## config.mk

```make
export PLATFORM = sky130hd
export DESIGN_NAME = bcc_fifo
export DESIGN_NICKNAME = d
export VERILOG_FILES = /design/src/rtl/core/bcc_fifo.sv
export SDC_FILE = /design/constraint.sdc
export NUM_CORES = 1
export LEC_CHECK = 0
export ABC_AREA = 1
export BUFFER_PORTS_ARGS = -buffer_cell sky130_fd_sc_hd__buf_4
export CAP_MARGIN = 40
export CORE_ASPECT_RATIO = 1.1
export CORE_MARGIN = 5
export CORE_UTILIZATION = 50
export CTS_CLUSTER_SIZE = 10
export DETAILED_ROUTE_END_ITERATION = 8
export PLACE_DENSITY_LB_ADDON = 0.05
export SLEW_MARGIN = 20
export SYNTH_ARGS = -nofsm -noshare
export SYNTH_HDL_FRONTEND = slang
export SYNTH_SLANG_ARGS = --single-unit
```

## constraint.sdc

```tcl
create_clock -name clk -period 2.3 [get_ports clk]
set_input_delay 0.345 -clock clk [delete_from_list [all_inputs] [get_ports clk]]
set_output_delay 0.345 -clock clk [all_outputs]
set_load 0.1 [all_outputs]
```

## src/rtl/core/bcc_fifo.sv

```systemverilog
// Small register-based first-in first-out queue.
module bcc_fifo #(
	parameter int WIDTH = 8,
	parameter int DEPTH = 2
) (
	input logic clk,
	input logic arst_n,
	input logic push,
	input logic [WIDTH-1:0] wdata,
	input logic pop,
	output logic [WIDTH-1:0] rdata,
	output logic empty,
	output logic full
);

	localparam int PW = (DEPTH > 1) ? $clog2(DEPTH) : 1;
	localparam int CW = $clog2(DEPTH + 1);

	logic [WIDTH-1:0] mem_q [DEPTH];
	logic [PW-1:0] wr_q;
	logic [PW-1:0] rd_q;
	logic [CW-1:0] cnt_q;
	logic do_push;
	logic do_pop;

	assign empty = (cnt_q == '0);
	assign full = (cnt_q == CW'(DEPTH));
	assign do_push = push && !full;
	assign do_pop = pop && !empty;
	assign rdata = mem_q[rd_q];

	always_ff @(posedge clk or negedge arst_n) begin
		if (!arst_n) begin
			wr_q <= '0;
			rd_q <= '0;
			cnt_q <= '0;
		end else begin
			if (do_push) begin
				wr_q <= (wr_q == PW'(DEPTH - 1)) ? '0 : wr_q + 1'b1;
			end
			if (do_pop) begin
				rd_q <= (rd_q == PW'(DEPTH - 1)) ? '0 : rd_q + 1'b1;
			end
			cnt_q <= cnt_q + CW'(do_push) - CW'(do_pop);
		end
	end

	always_ff @(posedge clk) begin
		if (do_push) begin
			mem_q[wr_q] <= wdata;
		end
	end

endmodule

```

==> reports/metrics.csv, run 1 <==
metric;value;unit
total congestion overflow;0;
Pins Over Slew Limit;0;
Yosys reg bits;20;
total number of vias;569;
Final Cycle Share;77.2;%
Antenna Cells;0;
Fillers;130;
Area contributors post-synth;edfxtp_1, nand2_1, dfrtp_1;
CTS root buffer;clkbuf_4;
Die Span Y;52.8;um
clock sinks;20;
Hold WC Path Type;in -> reg;
worst slew pin tran;0.702;ns
Yosys cell types;12;
Worst EP arrival;1.43;ns
Hold Vio Cnt, Final;0;
Clock Latency Late Sink;0.30;ns
DP Wirelength;1100;um
Max-Cap Viols;0;
final setup vio count;0;
Die W;48.9;um
clk_skew;0.00398;ns
Multi-input gate area;193;um^2
CTS buffer count;3;
Layout area overhead;24.5;%
row cnt;15;
total number of yosys warnings;0;
CTS tree;built;
vias in the first global route;553;
Post-Syn Instances;75;
CP Launch Type;flop;
Routability Congestion;0.752;
Peak Freq;563;MHz
min Tclk post-route;1.78;ns
Synth area leader;edfxtp_1;
post-synth top area share;57.8;%
Syn Nets;89;
Async SR Flop Fraction;20.0;%
Antenna Nets Post-Route;0;
RSZ-0062 raised after global routing;no;
Routed WL per cell;12.5;um
total wire length;1470;um
synthesized cell area;831;um^2
crit-path max FO;10;
Final Core Density;65.6;%
WP data required;1.96;ns
DR iter-0 viols;4;
run status;finished, final reports clean;
Core Region;0.00158;mm^2
Crit. End Element;primary output;
clock-pin slew on the worst setup and hold paths;0.11;ns
first-pass GRT wire length;2420;um
prevailing post-synth register cell;edfxtp_1;
setup TNS;0;ns
fin nets;115;
Post-CTS Repair Setup Buffers;0;
worst rel slew slack;53.0;%
WS Path Type;reg -> out;
commonest cells in the netlist;nand2_1, edfxtp_1, inv_1, dfrtp_1;
EDFF count, synth;16;
worst hold slack;0.226;ns
DR vias/cell;4.86;
maximum buffer depth of the clock tree;2;
hold depth;1;
Die Area;0.00258;mm^2
CTS H-Tree Depth;1;
DRT Pass-1 Iters;2;
Total GRT Usage;12.7;%
Storage cell area;581;um^2
Port Buf Inserts;21;
DP Cell Count;112;
initial antenna violation count;0;
Ports;22;
top-count cell post-synth;nand2_1;
sequential fraction of the synthesis area;69.9;%
drc violations;0;
Initial Util;52.7;%
Finished Layout Cells;117;
Post-Syn Area per Cell;11.1;um^2
layout cells sized above 1;29.0;%
largest net degree at the start of global routing;12;
FF-to-FF path depth;3;
## cells by family (layout without fill, tap and decap cells)
logic type | count (synthesis) | after routing | synth area share [%]
adders and majority gates | 2 | 2 | 3.01
buffers and inverters | 12 | 37 | 6.93
DFF | 20 | 20 | 69.9
and+or+nand+nor | 41 | 41 | 20.2
## layout make-up
cell class | count | area share, %
Multi-Input combinational cell | 43 | 18.6
Clock inverter | 1 | 0.363
Inverter | 11 | 4.47
Timing Repair Buffer | 22 | 16.2
Sequential cell | 20 | 56.1
Clock buffer | 3 | 2.18
Tap cell | 17 | 2.06
## final timing paths
| check | end | from | slack, ns |
|---|---|---|---|
| worst max-delay path | rdata[4] | rd_q$_DFFE_PN0P_ | 0.52 |
| worst min-delay path | mem_q[1][6]$_DFFE_PP_ | wdata[6] | 0.23 |
| worst max register to register | mem_q[1][4]$_DFFE_PP_ | cnt_q[1]$_DFF_PN0_ | 0.77 |
| worst min register to register | wr_q$_DFFE_PN0N_ | wr_q$_DFFE_PN0N_ | 0.49 |
| max in group asynchronous | rd_q$_DFFE_PN0P_ | arst_n | 1.81 |
| min in group asynchronous | cnt_q[0]$_DFF_PN0_ | arst_n | 0.38 |
## per-layer routing
metal / routed length, um / global-route usage (%)
met1: 612 / 13.8
met3: 89 / 3.99
met2: 748 / 22.8
met5: 0 / 0
met4: 17 / 5.38
## timing repair
| item | 4_1_cts | 5_1_grt |
|---|---|---|
| hold buffers | 1 | 0 |
| hold endpoints to repair | 4 | 0 |
| gates resized for setup | 0 | 0 |
## flip-flops by register name, summed over array words and instances, names as in the netlist
signal  flops
mem_q      16
rd_q        1
cnt_q       2
wr_q        1
## worst max-delay path, stage by stage (launching register included)
cell and delay, ns:
dfrtp_1 0.58, clkinv_4 0.16, nand2_1 0.10, nand2_1 0.06, buf_4 0.23
## layout by cell type (no fill, tap or decap), types with 2 or more instances in the layout
master / netlist / final
nand2_1: 35 / 35
nand2_2: 2 / 2
buf_4: 0 / 21
dfrtp_1: 4 / 4
inv_1: 9 / 9
edfxtp_1: 16 / 16
ha_1: 2 / 2
nand3_1: 2 / 2
clkbuf_4: 0 / 3
## through the flow
| stage | setup slack, ns | area [um^2] |
|---|---|---|
| after floorplan | 0.718 | 831 |
| after global placement | 0.766 | 998 |
| after detailed placement | 0.778 | 998 |
| after CTS | 0.504 | 1030 |
| after global routing | 0.404 | 1030 |
| final | 0.524 | 1030 |
Power of run 1 is left out: the tool's default activity adds up to more than one toggle a clock period on the data nets, which glitch-free logic cannot reach.
==> run 2, diff against run 1 <==
Settings changed: CORE_UTILIZATION 50 to 49.
Clock period 2.3 ns to 1.8 ns, I/O delays scaled along.
==> run 2 against run 1 <==
  * Setup slack lost 0.31 ns
  * Cell count grew 0.85%
  * First-iteration DRC count increased to 3.0 times the previous value
  * Sequential share of layout area shrank 0.35 points
  * Die area up 1.6%
  * Routed wire length decreased by 6.9%
  * Design area increased by 0.85%
  * Critical endpoint is now rdata[6]
==> reports/metrics.csv, run 2 (synthesis gave the netlist of run 1 again) <==
metric;value;unit;change
WS Path Type;reg -> out;;
register name with the most flops;mem_q;;
slowest stage delay, CP;0.51;ns;-0.07 ns
CTS buffer count;3;;unchanged
total wire length;1370;um;-6.9%
min Tclk post-route;1.59;ns;
setup TNS;0;ns;unchanged
WP data required;1.53;ns;-0.43 ns
DRT Pass-1 Iters;4;;+2
Routability Congestion;0.668;;-11%
Worst EP arrival;1.32;ns;-0.11 ns
initial antenna violation count;0;;unchanged
Antenna Cells;0;;unchanged
Peak Freq;629;MHz;
Core Region;0.00160;mm^2;+1.2%
Die W;49.3;um;+0.81%
Antenna Nets Post-Route;0;;unchanged
most common cell after layout, fill and taps aside;nand2_1;;
final setup vio count;0;;unchanged
total number of vias;561;;-1.4%
CP Launch Type;flop;;
Crit. End Element;primary output;;
clock sinks;20;;unchanged
DP Wirelength;1000;um;-9.2%
Final Cycle Share;88.3;%;
total congestion overflow;0;;unchanged
Die Area;0.00262;mm^2;+1.6%
layout cells sized above 1;30.7;%;+1.7 points
worst slew pin tran;0.316;ns;-0.387 ns
Total GRT Usage;12.4;%;-0.32 points
Largest regs;mem_q x16, cnt_q x2;;
CP max stage cell;dfrtp_2;;
Layout area overhead;25.6;%;
DP Cell Count;113;;+0.89%
DR iter-0 viols;12;;+8
Largest register FFs;16;;unchanged
fin nets;116;;+0.87%
crit-path max FO;10;;unchanged
Fillers;131;;+0.77%
clk_skew;0.000590;ns;-0.00339 ns
run status;finished, final reports clean;;
Clock Latency Late Sink;0.28;ns;-0.02 ns
Hold Vio Cnt, Final;0;;unchanged
worst rel slew slack;78.9;%;+26 points
Port Buf Inserts;21;;unchanged
maximum buffer depth of the clock tree;2;;unchanged
drc violations;0;;unchanged
CTS H-Tree Depth;1;;unchanged
Ports;22;;unchanged
vias in the first global route;578;;+4.5%
RSZ-0062 raised after global routing;no;;
Initial Util;52.1;%;-0.62 points
Pins Over Slew Limit;0;;unchanged
clock-pin slew on the worst setup and hold paths;0.10;ns;about the same
Finished Layout Cells;118;;+0.85%
first-pass GRT wire length;2390;um;-1.1%
Hold WC Path Type;in -> reg;;
DR vias/cell;4.75;;-2.2%
placed cell area;0.00101;mm^2;+0.75%
Max-Cap Viols;0;;unchanged
Routed WL per cell;11.6;um;-7.7%
Final WS setup;0.211;ns;-0.313 ns
design area;0.00104;mm^2;+0.85%
largest net degree at the start of global routing;12;;unchanged
CTS tree;built;;
Setup WS pre-CTS;0.398;ns;-0.380 ns
row cnt;15;;unchanged
crit path cell chain;clkinv_4 > nand2_1 > nand2_1 > buf_4;;
CTS root buffer;clkbuf_4;;
most used cell, CP;nand2_1;;
Die Span Y;53.2;um;+0.82%
most frequent cells in the layout;nand2_1, buf_4, edfxtp_1;;
## run 2: critical path: cells and delay by family (launching register included)
| kind | cells | cell delay, ns |
|---|---|---|
| flip-flops | 1 | 0.51 |
| AND/OR/NAND/NOR | 2 | 0.12 |
| buffers and inverters | 2 | 0.40 |
## run 2: layout make-up
cell class,instances,area [um^2],area share (%)
flip-flops and latches,20,582,55.8
multi-input cells,43,193,18.5
repair buffers,23,175,16.8
inverters,11,46.3,4.44
clock buffers,3,22.5,2.16
well taps,17,21.3,2.04
clock inverters,1,3.75,0.360
## run 2: path summary, 6_finish.rpt
| kind | startpoint | cells past startpoint | slack [ns] | end |
|---|---|---|---|---|
| min in group asynchronous | arst_n | 2 | 0.30 | cnt_q[0]$_DFF_PN0_ |
| max in group asynchronous | arst_n | 2 | 1.38 | rd_q$_DFFE_PN0P_ |
| min reg2reg | wr_q$_DFFE_PN0N_ | 2 | 0.49 | wr_q$_DFFE_PN0N_ |
| min | wdata[6] | 1 | 0.16 | mem_q[1][6]$_DFFE_PP_ |
| max | rd_q$_DFFE_PN0P_ | 4 | 0.21 | rdata[6] |
| max reg2reg | cnt_q[1]$_DFF_PN0_ | 10 | 0.38 | cnt_q[1]$_DFF_PN0_ |
## run 2: timing repair
action                                  in CTS  in global routing
hold buffers                                 1                  0
endpoints found under the hold margin        4                  0
endpoints found under the setup margin       0                  8
buffers inserted                             0                  0
resized for setup                            0                  1
## run 2: routing by layer
metal / vias up / GRT usage [%] / wire length, um / part of all wire [%]
met5: - / 0 / 0 / 0
met4: 0 / 5.38 / 9 / 0.66
met1: 253 / 13.9 / 629 / 46
met2: 14 / 22.1 / 662 / 48
met3: 2 / 3.10 / 65 / 4.8
li1: 292 / - / - / -
## run 2: stage by stage
stage / util, % / hold slack [ns]
after CTS: 65.3 / 0.147
after detailed placement: 63.1 / 0.0712
after global routing: 65.4 / 0.133
after global placement: 63.1 / 0.0705
final: 65.4 / 0.162
after floorplan: - / -0.0256
Power of run 2 is left out for the same reason.
